<file path="src/hdl/icrc_pkg.sv">
// Shared types and constants for the image CRC-32 trailer check.
`timescale 1ns / 1ps
package icrc_pkg;

  localparam logic [31:0] CRC_POLY = 32'hEDB8_8320;
  localparam logic [31:0] CRC_INIT = 32'hFFFF_FFFF;
  localparam int unsigned LEN_W = 24;
  localparam int unsigned CFG_IDX_W = 8;
  localparam logic [LEN_W-1:0] TRAILER_LEN = LEN_W'(4);
  localparam logic [LEN_W-1:0] LEN_RESET = LEN_W'(4);

  typedef enum logic [CFG_IDX_W-1:0] {
    REG_IMAGE_LENGTH = 8'd0,
    REG_ABS_FOLD     = 8'd1
  } cfg_reg_e;

  // Running state carried from one image byte to the next.
  typedef struct packed {
    logic [31:0]      crc;
    logic [LEN_W-1:0] pos;
    logic [31:0]      trailer;
  } icrc_state_t;

  // One check result, produced on the last byte of an image.
  typedef struct packed {
    logic        match;
    logic [31:0] computed;
    logic [31:0] stored;
  } icrc_result_t;

endpackage

</file>
<file path="src/hdl/icrc_update.sv">
// Per-byte update of the CRC state, trailer assembly and end-of-image check.
`timescale 1ns / 1ps
module icrc_update
  import icrc_pkg::*;
(
  input  icrc_state_t      state_i,
  input  logic [7:0]       data_byte_i,
  input  logic [LEN_W-1:0] image_length_i,
  input  logic             fold_en_i,
  output icrc_state_t      state_o,
  output logic             last_o,
  output icrc_result_t     result_o
);

  logic [LEN_W-1:0] len;
  logic [LEN_W-1:0] body_len;
  logic [LEN_W-1:0] last_pos;
  logic             in_body;
  logic [31:0]      crc_step;
  logic [31:0]      crc_bits;
  logic [31:0]      trailer_next;
  logic [31:0]      folded;

  // Bit-wise reflected CRC-32 over one byte: eight shift-and-XOR steps.
  always_comb begin
    crc_bits = {24'd0, state_i.crc[7:0] ^ data_byte_i};
    for (int k = 0; k < 8; k++) begin
      if (crc_bits[0]) begin
        crc_bits = CRC_POLY ^ (crc_bits >> 1);
      end else begin
        crc_bits = crc_bits >> 1;
      end
    end
    crc_step = crc_bits ^ (state_i.crc >> 8);
  end

  // A length below the trailer size acts as a trailer-only image.
  assign len          = (image_length_i < TRAILER_LEN) ? TRAILER_LEN : image_length_i;
  assign body_len     = len - TRAILER_LEN;
  assign last_pos     = len - LEN_W'(1);
  assign in_body      = state_i.pos < body_len;
  assign last_o       = state_i.pos >= last_pos;
  assign trailer_next = in_body ? state_i.trailer : {data_byte_i, state_i.trailer[31:8]};

  // The fold mirrors abs() on a signed word; the most negative value wraps to itself.
  assign folded = (fold_en_i && state_i.crc[31]) ? (32'd0 - state_i.crc) : state_i.crc;

  always_comb begin
    result_o.computed = folded;
    result_o.stored   = trailer_next;
    result_o.match    = (folded == trailer_next);
    if (last_o) begin
      state_o.crc     = CRC_INIT;
      state_o.pos     = '0;
      state_o.trailer = '0;
    end else begin
      state_o.crc     = in_body ? crc_step : state_i.crc;
      state_o.pos     = state_i.pos + LEN_W'(1);
      state_o.trailer = trailer_next;
    end
  end

endmodule

</file>
<file path="src/hdl/image_crc32_trailer_check.sv">
// Top level of the firmware image CRC-32 trailer check.
`timescale 1ns / 1ps
// The block checks a firmware image streamed in one byte per item, in address
// order. Register 0 holds the total image length in bytes, the four-byte CRC
// trailer included; register 1 enables the sign fold of the computed CRC. The
// body bytes go through a reflected CRC-32 (polynomial 0xEDB88320, start value
// all ones, no final XOR) while the trailer is assembled with its first byte
// least significant. On the last byte of each image one result item leaves
// the block with the match flag, the computed CRC and the stored trailer, and
// the block then re-arms itself for the next image. Bytes other than the last
// produce no result. The block takes one byte every clock cycle while no last
// byte waits: each byte sits in the input register and is folded into the CRC
// state on its way out, and a result goes from there to the output register.
// The rate is set by the byte-wide CRC update, which closes on itself through
// the state register. The output register holds a result until it is taken
// while further bytes keep flowing in; only a last byte that finds the output
// register still full waits. Configuration writes are always accepted and
// should only be made while no item is in flight.
module image_crc32_trailer_check
  import icrc_pkg::*;
(
  input  logic                 clk_i,
  input  logic                 rst_ni,

  input  logic                 cfg_valid_i,
  output logic                 cfg_ready_o,
  input  logic [CFG_IDX_W-1:0] cfg_index_i,
  input  logic [LEN_W-1:0]     cfg_data_i,

  input  logic                 in_valid_i,
  output logic                 in_ready_o,
  input  logic [7:0]           data_byte_i,

  output logic                 out_valid_o,
  input  logic                 out_ready_i,
  output logic                 crc_match_o,
  output logic [31:0]          computed_crc_o,
  output logic [31:0]          stored_crc_o
);

  logic [LEN_W-1:0] len_q;
  logic             fold_q;

  logic             s1_valid_q;
  logic [7:0]       s1_byte_q;

  icrc_state_t      state_q;
  icrc_state_t      state_d;
  logic             upd_last;
  icrc_result_t     upd_res;

  logic             out_valid_q;
  icrc_result_t     out_q;

  logic             out_free;
  logic             advance;

  // Configuration registers. Writes to an unknown index are dropped.
  assign cfg_ready_o = 1'b1;

  always_ff @(posedge clk_i or negedge rst_ni) begin
    if (!rst_ni) begin
      len_q  <= LEN_RESET;
      fold_q <= 1'b1;
    end else if (cfg_valid_i && cfg_ready_o) begin
      case (cfg_index_i)
        REG_IMAGE_LENGTH: len_q  <= cfg_data_i;
        REG_ABS_FOLD:     fold_q <= cfg_data_i[0];
        default: ;
      endcase
    end
  end

  // The byte in the input register is processed when it leaves. Only the last
  // byte of an image needs room in the output register; all others go at once.
  assign out_free   = !out_valid_q || out_ready_i;
  assign advance    = s1_valid_q && (!upd_last || out_free);
  assign in_ready_o = !s1_valid_q || advance;

  always_ff @(posedge clk_i or negedge rst_ni) begin
    if (!rst_ni) begin
      s1_valid_q <= 1'b0;
    end else if (in_valid_i && in_ready_o) begin
      s1_valid_q <= 1'b1;
    end else if (advance) begin
      s1_valid_q <= 1'b0;
    end
  end

  always_ff @(posedge clk_i) begin
    if (in_valid_i && in_ready_o) begin
      s1_byte_q <= data_byte_i;
    end
  end

  icrc_update u_update (
    .state_i        (state_q),
    .data_byte_i    (s1_byte_q),
    .image_length_i (len_q),
    .fold_en_i      (fold_q),
    .state_o        (state_d),
    .last_o         (upd_last),
    .result_o       (upd_res)
  );

  // Running CRC, byte position and trailer word.
  always_ff @(posedge clk_i or negedge rst_ni) begin
    if (!rst_ni) begin
      state_q.crc     <= CRC_INIT;
      state_q.pos     <= '0;
      state_q.trailer <= '0;
    end else if (advance) begin
      state_q <= state_d;
    end
  end

  // Output register: loaded by the last byte of an image, cleared when taken.
  always_ff @(posedge clk_i or negedge rst_ni) begin
    if (!rst_ni) begin
      out_valid_q <= 1'b0;
    end else if (advance && upd_last) begin
      out_valid_q <= 1'b1;
    end else if (out_ready_i) begin
      out_valid_q <= 1'b0;
    end
  end

  always_ff @(posedge clk_i) begin
    if (advance && upd_last) begin
      out_q <= upd_res;
    end
  end

  assign out_valid_o    = out_valid_q;
  assign crc_match_o    = out_q.match;
  assign computed_crc_o = out_q.computed;
  assign stored_crc_o   = out_q.stored;

  // The match flag always agrees with the two words it reports on.
  assert property (@(posedge clk_i) disable iff (!rst_ni)
    out_valid_o |-> (crc_match_o == (computed_crc_o == stored_crc_o)))
    else $error("match flag disagrees with reported words");

  // Ending an image re-arms the running state for the next one.
  assert property (@(posedge clk_i) disable iff (!rst_ni)
    (advance && upd_last) |=>
      (state_q.crc == CRC_INIT && state_q.pos == '0 && state_q.trailer == '0))
    else $error("state not re-armed after the last byte");

  // With the fold on, a reported CRC has bit 31 clear unless it is the wrapped value.
  assert property (@(posedge clk_i) disable iff (!rst_ni)
    (out_valid_o && fold_q) |->
      (!computed_crc_o[31] || computed_crc_o == 32'h8000_0000))
    else $error("folded CRC still negative");

  // Input is only held off while a byte waits that cannot move on.
  assert property (@(posedge clk_i) disable iff (!rst_ni)
    !in_ready_o |-> (s1_valid_q && upd_last && out_valid_q && !out_ready_i))
    else $error("input stalled without cause");

  // A byte that ends no image never touches the output register.
  assert property (@(posedge clk_i) disable iff (!rst_ni)
    (!out_valid_o && !(advance && upd_last)) |=> !out_valid_o)
    else $error("result produced without a last byte");

endmodule

</file>
<file path="config.mk">
export PLATFORM = sky130hd
export DESIGN_NAME = image_crc32_trailer_check
export DESIGN_NICKNAME = d
export VERILOG_FILES = /design/src/hdl/icrc_pkg.sv /design/src/hdl/icrc_update.sv /design/src/hdl/image_crc32_trailer_check.sv
export SDC_FILE = /design/constraint.sdc
export NUM_CORES = 1
export LEC_CHECK = 0
export ABC_AREA = 1
export BUFFER_PORTS_ARGS = -buffer_cell sky130_fd_sc_hd__buf_4
export CAP_MARGIN = 20
export CORE_MARGIN = 4
export CORE_UTILIZATION = 50
export CTS_CLUSTER_SIZE = 8
export DETAILED_ROUTE_END_ITERATION = 10
export HOLD_SLACK_MARGIN = 0.02
export PLACE_DENSITY = 0.69
export SYNTH_ARGS = -nofsm -noshare
export SYNTH_HDL_FRONTEND = slang
export SYNTH_SLANG_ARGS = --single-unit
export TNS_END_PERCENT = 50
</file>
<file path="constraint.sdc">
create_clock -name clk_i -period 7.3 [get_ports clk_i]
set_input_delay 1.46 -clock clk_i [delete_from_list [all_inputs] [get_ports clk_i]]
set_output_delay 1.46 -clock clk_i [all_outputs]
set_load 0.1 [all_outputs]
</file>
==> metrics.cfg, run 1 <==
[run_status]
status = complete, no violations

[placement]
gp_congestion = 0.923
portBuffers = 111
hpwl_microns = 25800

[global_route]
overflow = 0
antenna_found_initial = 0
grt_first_pass_wirelength_microns = 53000
track_usage_pct = 25.2
grt_max_degree = 69
grt_pass1_vias = 9640

[hold_path]
min_to = state_q[79]
hp-start = state_q[79]
worstHoldPathCells = 2
min_path_type = flip-flop to flip-flop

[cts]
clock_sinks = 188
post_cts_resized = 0
postCtsSetupBuffers = 0
postCtsHoldBufs = 0
insertion_delay_ns = 0.45
tritoncts = built
cts_buffer_depth = 2
cts_buffers = 17
clockRootBuffer = clkbuf_16
htreeDepth = 4
path_clk_slew_ns = 0.08

[timing]
rsz0062_at_grt = false
fin_worst_skew_ns = 0.0227
worst_pin_slew_ns = 1.06
drv_slew = 0
hold_viol = 0
fin_crit_sh_pct = 89.6
clock.fmax_mhz = 153
finalWorstPathRequiredPeriod_ns = 6.54
fin_tns_setup_ns = 0
whs_ns = 0.491
setup_viol = 0
relSlewSlack_pct = 29.1

[logic_synthesis]
synth.top_cell.area_share_pct = 17.9
synth-seq-area-share_pct = 41.7
synth.cell_area_sq_um = 12300
syn_nets = 1707
yosysWarnings = 0
syn_avg_cell_area_sq_um = 7.61
synth_edf_count = 73
synth-seq-cells = 188
synth_top_cell_by_area = edfxtp_1
synth_ff_type = dfrtp_1
postSynthCellCount = 1609
netlist-cell-type-count = 39
synth_top_cells_by_count = nand2_1 (534), inv_1 (173), nor2_1 (155), nand3_1 (127), xor2_1 (99)
async_flop_share_pct = 61.2
yosysMostFrequentCell = nand2_1
synth_top_cells_by_area = edfxtp_1 (18%), dfrtp_1 (17%), nand2_1 (16%), dfstp_2 (7.3%), xor2_1 (7.1%)

[detailed_routing]
drtIter0Drc = 1093
antenna_left = 0
num_vias = 10800
drc = 0
wire_per_inst_microns = 16.6
firstDrtPassIters = 6
vias_per_cell = 5.28
finalWirelength_microns = 33800

[finish]
seqCellArea_sq_um = 5110
final_nets = 1804
area.growth.synth_to_final_pct = 14.5
insertedDiodeCount = 0
drive_above_1_share_pct = 12.2
multi_input_area_sq_um = 6300
fillers = 2251

[die]
die_w_microns = 165
core_sq_um = 24200
num_rows = 57
die_area_sq_um = 27100
start_util_pct = 50.7
floorplan.die.height_microns = 165
ios = 113

[setup_path]
cp_max_fo = 8
end_kind = primary output
r2r_cells = 29
r2r-start = len_q[9]
critPathSlowestCell = dfrtp_1
rr_endpoint = state_q[8]
rrSetupSlack_ns = 1.23
start_kind = flip-flop
critPathMaxStageDelay_ns = 0.42
arrival_ns = 5.08
crit_type = flip-flop to primary output
critPathRequiredTime_ns = 5.84

[power]
power_leakage_nw = 6.84
power_density_nw_per_um2 = 346
peakVddDrop_mv = 0.193

[job]
cap_violations = 0

## report_power, final
part / internal (mW) / switching [mW] / total [mW]
Sequential: 1.38 / 0.254 / 1.64
Combinational: 0.837 / 1.39 / 2.23
Clock: 0.477 / 0.515 / 0.992
Total: 2.70 / 2.16 / 4.86
## area by class of cell
class | instances | area share, %
timing repair buffer | 123 | 6.58
multi-input combinational | 1202 | 44.9
inverter | 174 | 4.66
clock inverter | 15 | 1.47
tap | 324 | 2.89
clock buffer | 17 | 3.03
sequential | 188 | 36.5
## placed cells by master (no fill, tap or decap), types with 2 or more instances in the layout
cell | synthesis | layout
nor2_2 | 2 | 3
nor2_1 | 155 | 154
inv_6 | 0 | 2
xor2_1 | 99 | 99
o21ai_1 | 4 | 4
inv_1 | 173 | 172
edfxtp_1 | 73 | 73
inv_12 | 0 | 3
o211ai_1 | 2 | 2
clkinv_8 | 0 | 6
dfrtp_1 | 81 | 81
or2_2 | 3 | 3
clkbuf_16 | 0 | 17
xor2_4 | 2 | 2
xnor2_2 | 7 | 7
o22ai_1 | 3 | 3
o21ai_0 | 81 | 81
a21oi_1 | 33 | 33
ha_1 | 53 | 53
buf_4 | 1 | 123
nand4_1 | 22 | 22
nand2_1 | 534 | 534
inv_8 | 0 | 3
nand3_1 | 127 | 127
xor2_2 | 3 | 3
o21a_1 | 2 | 2
nor4_1 | 8 | 8
nand3b_1 | 4 | 4
xnor2_1 | 29 | 29
nor3_1 | 19 | 19
dfstp_2 | 34 | 34
o21bai_1 | 2 | 2
## worst max-delay path, delay by kind of cell (launching register included)
kind	cells	cell delay (ns)
AND/OR/NAND/NOR	14	2.49
buffers and inverters	7	0.80
adder cells (fa/ha/maj)	2	0.47
AO/OA/AOI/OAI	3	0.44
flip-flops	1	0.42
## cells by family after synthesis
| group | count (synthesis) | share of synthesized area [%] |
|---|---|---|
| buffers and inverters | 219 | 6.89 |
| AND/OR/NAND/NOR | 878 | 29.3 |
| XOR/XNOR | 141 | 11.2 |
| other | 1 | 0.0306 |
| AO/OA/AOI/OAI | 129 | 5.46 |
| adder cells (fa/ha/maj) | 53 | 5.41 |
| flip-flops | 188 | 41.7 |
## state kept, by name (all words and copies together), names as in the netlist
signal and count:
state_q 88, fold_q 1, crc_match_o 1, s1_byte_q 8
len_q 24, stored_crc_o 32, s1_valid_q 1, computed_crc_o 32
out_valid_o 1
## layer usage
layer	GRT usage, %	up-vias	part of all wire (%)
met1	39.1	4945	48
met4	5.97	0	1.8
met5	0	-	0
li1	-	5339	-
met2	36.2	469	41
met3	4.92	40	8.9
## metrics by stage
stage | std cells | utilization (%) | instance area [sq um] | power, mW | setup WS [ns]
floorplan | 1609 | - | 12300 | 3.28 | 1.64
global placement | 2011 | 55.4 | 13400 | 3.81 | 1.33
detailed placement | 2011 | 55.4 | 13400 | 3.84 | 1.23
CTS | 2043 | 58.0 | 14000 | 4.84 | 0.742
global route | 2043 | 58.0 | 14000 | 5.21 | 0.186
finish | 2043 | 58.0 | 14000 | 4.86 | 0.761
## worst max-delay path by stage
stage	startpoint	slack, ns	to	cells after the start
after global placement	len_q[9]	1.33	in_ready_o	26
after CTS	len_q[9]	0.74	in_ready_o	26
final	len_q[9]	0.76	in_ready_o	26
after floorplan	len_q[11]	1.64	in_ready_o	24
after global routing	len_q[9]	0.19	in_ready_o	26
after detailed placement	len_q[9]	1.23	in_ready_o	26
Power figures use the tool's default switching activity.
==> run 2: changes to the inputs <==
- ABC_AREA: 1 -> 0
- TNS_END_PERCENT: 50 -> 5
==> metrics.cfg, run 2 <==
[detailed_routing]
drtIter0Drc = 626  ; -43%
finalWirelength_microns = 28600  ; -16%
firstDrtPassIters = 7  ; +1
drc = 0  ; unchanged
wire_per_inst_microns = 20.3  ; +23%
vias_per_cell = 5.81  ; +9.9%
num_vias = 8162  ; -24%
antenna_left = 0  ; unchanged

[logic_synthesis]
synth.cell_area_sq_um = 10900  ; -11%
synth_top_cell_by_area = edfxtp_1
synth-seq-area-share_pct = 46.9  ; +5.2 points
syn_nets = 1117  ; -35%
synth_top_cells_by_area = edfxtp_1 (20%), dfrtp_1 (19%), dfstp_2 (8.2%), xnor2_1 (7.7%), xor2_1 (7.0%)
yosysWarnings = 0  ; unchanged
synth.top_cell.area_share_pct = 20.1  ; +2.2 points
synth_ff_type = dfrtp_1
synth_edf_count = 73  ; unchanged
postSynthCellCount = 1019  ; -37%
yosysMostFrequentCell = nand2_1
netlist-cell-type-count = 70  ; +79%
async_flop_share_pct = 61.2  ; unchanged
synth-seq-cells = 188  ; unchanged
synth_top_cells_by_count = nand2_1 (101), xnor2_1 (96), xor2_1 (87), dfrtp_1 (81), edfxtp_1 (73)
syn_avg_cell_area_sq_um = 10.7  ; +41%

[setup_path]
critPathRequiredTime_ns = 5.84  ; about the same
rr_endpoint = crc_match_o
end_kind = primary output
rrSetupSlack_ns = 0.82  ; -0.41 ns
arrival_ns = 5.48  ; +0.40 ns
critPathMaxStageDelay_ns = 0.61  ; +0.19 ns
worstPathCellList = or4_1 -> nor3_2 -> nand2_1 -> nor4_4 -> nor2b_1 -> inv_1 -> ha_1 -> inv_1 -> nand2_1 -> nand2_1 -> nor3_4 -> nand2_1 -> nor3_1 -> xnor2_1 -> ha_1 -> a21o_1 -> a21o_1 -> a21oi_1 -> o21ai_0 -> a211o_1 -> o32ai_2 -> nor2b_1 -> nand2_1 -> buf_6
r2r_cells = 23  ; -21%
cp_num_cells = 24  ; -7.7%
path_delay_family = simple AND/OR/NAND/NOR gates
cp_max_fo = 7  ; -1
crit_end = in_ready_o
cp_common_cell = nand2_1
critPathSlowestCell = or4_1
r2r-start = len_q[12]
crit_buf_inv = 3  ; -4
worstSetupStartpoint = len_q[12]
start_kind = flip-flop
crit_type = flip-flop to primary output

[finish]
insertedDiodeCount = 0  ; unchanged
layout_commonest_cell = buf_4
final_core_util_pct = 59.8  ; +1.8 points
registers.top_by_ff_count = state_q
final_nets = 1216  ; -33%
fillers = 1764  ; -22%
fin_cells = 1406  ; -31%
largest_reg_flops = 88  ; unchanged
drive_above_1_share_pct = 21.1  ; +8.9 points
area.growth.synth_to_final_pct = 16.5
final_cell_mix = buf_4 (123), nand2_1 (101), xnor2_1 (96), xor2_1 (87), dfrtp_1 (81)

[placement]
hpwl_microns = 21000  ; -18%
portBuffers = 111  ; unchanged
gp_congestion = 0.937  ; +1.5%
place_inst = 1373  ; -32%
dpl_worst_slack_ns = 0.521  ; -0.712 ns

[timing]
fin_crit_sh_pct = 95.1  ; +5.6 points
fin_ws_ns = 0.356  ; -0.405 ns
drv_slew = 0  ; unchanged
whs_ns = 0.499  ; +0.00764 ns
finalWorstPathRequiredPeriod_ns = 6.94  ; +0.405 ns
clock.fmax_mhz = 144  ; -5.8%
hold_viol = 0  ; unchanged
fin_worst_skew_ns = 0.0141  ; -0.00862 ns
relSlewSlack_pct = 28.8  ; -0.35 points
fin_tns_setup_ns = 0  ; unchanged
setup_viol = 0  ; unchanged
worst_pin_slew_ns = 1.07  ; +0.00279 ns

[power]
switching_share_pct = 46.4  ; +1.9 points
seq_power_share_pct = 32.3  ; -1.4 points
power_leakage_nw = 5.73  ; -16%
peakVddDrop_mv = 0.269  ; +39%
combPwrFrac_pct = 50.6  ; +4.7 points
clockPowerShare_pct = 17.1  ; -3.3 points
switchingPower_mw = 2.68  ; +24%
power_density_nw_per_um2 = 455  ; +31%
p_int_mw = 3.10  ; +15%

[job]
cap_violations = 0  ; unchanged

[cts]
tritoncts = built
cts_buffer_depth = 2  ; unchanged
cts_buffers = 17  ; unchanged
insertion_delay_ns = 0.44  ; about the same
clockRootBuffer = clkbuf_16
postCtsSetupBuffers = 0  ; unchanged
htreeDepth = 4  ; unchanged
path_clk_slew_ns = 0.08  ; about the same
clock_sinks = 188  ; unchanged
postCtsHoldBufs = 0  ; unchanged

[die]
die_area_sq_um = 24200  ; -10%
ios = 113  ; unchanged
floorplan.die.height_microns = 156  ; -5.4%
start_util_pct = 51.4  ; +0.70 points
die_w_microns = 156  ; -5.4%
num_rows = 53  ; -7.0%
core_sq_um = 21200  ; -12%

[global_route]
grt_first_pass_wirelength_microns = 45200  ; -15%
grt_max_degree = 79  ; +14%
antenna_found_initial = 0  ; unchanged
overflow = 0  ; unchanged
track_usage_pct = 23.7  ; -1.4 points
grt_pass1_vias = 8020  ; -17%

[hold_path]
min_path_type = flip-flop to flip-flop

[run_status]
status = complete, no violations

[run 2: cell types whose count changed after synthesis, sizes merged, moves of 19 or more]
cell / previous run / this run
mux2: 0 / 28
nand3: 127 / 17
nor2: 157 / 59
o21ai: 85 / 43
mux2i: 0 / 33
o211ai: 2 / 21
xnor2: 37 / 97
inv: 173 / 40
nand2: 535 / 102
a22o: 0 / 19
[run 2: power by group through the flow]
stage	Clock [mW]	Sequential [mW]	Combinational, mW
after floorplan	0	2.22	1.84
after global placement	0	1.86	2.84
after detailed placement	0	1.87	2.87
after CTS	1.00	1.85	2.91
after global routing	1.05	1.89	3.16
final	0.989	1.86	2.92
[run 2: how the worst min path moves through the flow]
| stage | start | end | slack [ns] | depth (start not counted) |
|---|---|---|---|---|
| floorplan | state_q[0] | state_q[0] | 0.45 | 2 |
| global placement | state_q[4] | state_q[4] | 0.46 | 2 |
| detailed placement | state_q[7] | state_q[7] | 0.48 | 2 |
| CTS | state_q[7] | state_q[7] | 0.50 | 2 |
| global route | state_q[27] | state_q[27] | 0.52 | 1 |
| finish | state_q[7] | state_q[7] | 0.50 | 2 |
[run 2: metal layers]
layer | routed length [microns] | track usage [%]
met1 | 12200 | 32.6
met2 | 13900 | 39.4
met3 | 1880 | 3.80
met4 | 602 | 6.38
met5 | 0 | 0
[run 2: cell type report]
type	count	area, sq um	share of cell area [%]
multi-input combinational	745	5480	43.2
sequential	188	5110	40.3
timing repair buffer	126	975	7.68
clock buffer	17	425	3.35
tap	275	344	2.71
clock inverter	15	206	1.63
inverter	40	150	1.18
[run 2: worst register-to-register path, cell delays in order, from the launching register on]
cell and delay (ns):
dfrtp_1 0.47, or4_1 0.62, nor3_2 0.18, nand2_1 0.15
nor4_4 0.36, nor2_2 0.13, ha_1 0.30, nand2_1 0.15
nor4_2 0.08, nand2_1 0.12, or3_1 0.18, xor2_1 0.21
ha_1 0.27, and3_1 0.20, a221o_1 0.31, a21oi_1 0.13
o21ai_0 0.25, nor2_4 0.59, buf_4 0.38, mux2i_1 0.41
xnor2_1 0.14, nor4_1 0.27, nand4_1 0.13, nor4_1 0.30
[run 2: logic make-up (layout without fill, tap and decap cells)]
group | after synthesis | in the layout | share of synthesized area, %
mux | 61 | 61 | 5.92
flops | 188 | 188 | 46.9
buf+inv | 86 | 198 | 3.34
simple gates | 277 | 277 | 12.4
other cells | 1 | 1 | 0.0344
fa+ha+maj | 53 | 53 | 6.08
xor+xnor | 184 | 184 | 14.8
compound gates | 169 | 169 | 10.5
[run 2: timing repair]
item / in CTS / in global routing
gates resized for setup: 1 / 7
gates cloned: 0 / 0
setup endpoints to repair: 1 / 1
pin swaps: 0 / 0
[run 2: metrics by stage]
step	total power [mW]	instance area [sq um]
finish	5.77	12700
detailed placement	4.74	12000
CTS	5.76	12600
global route	6.10	12700
global placement	4.71	12000
floorplan	4.06	10900
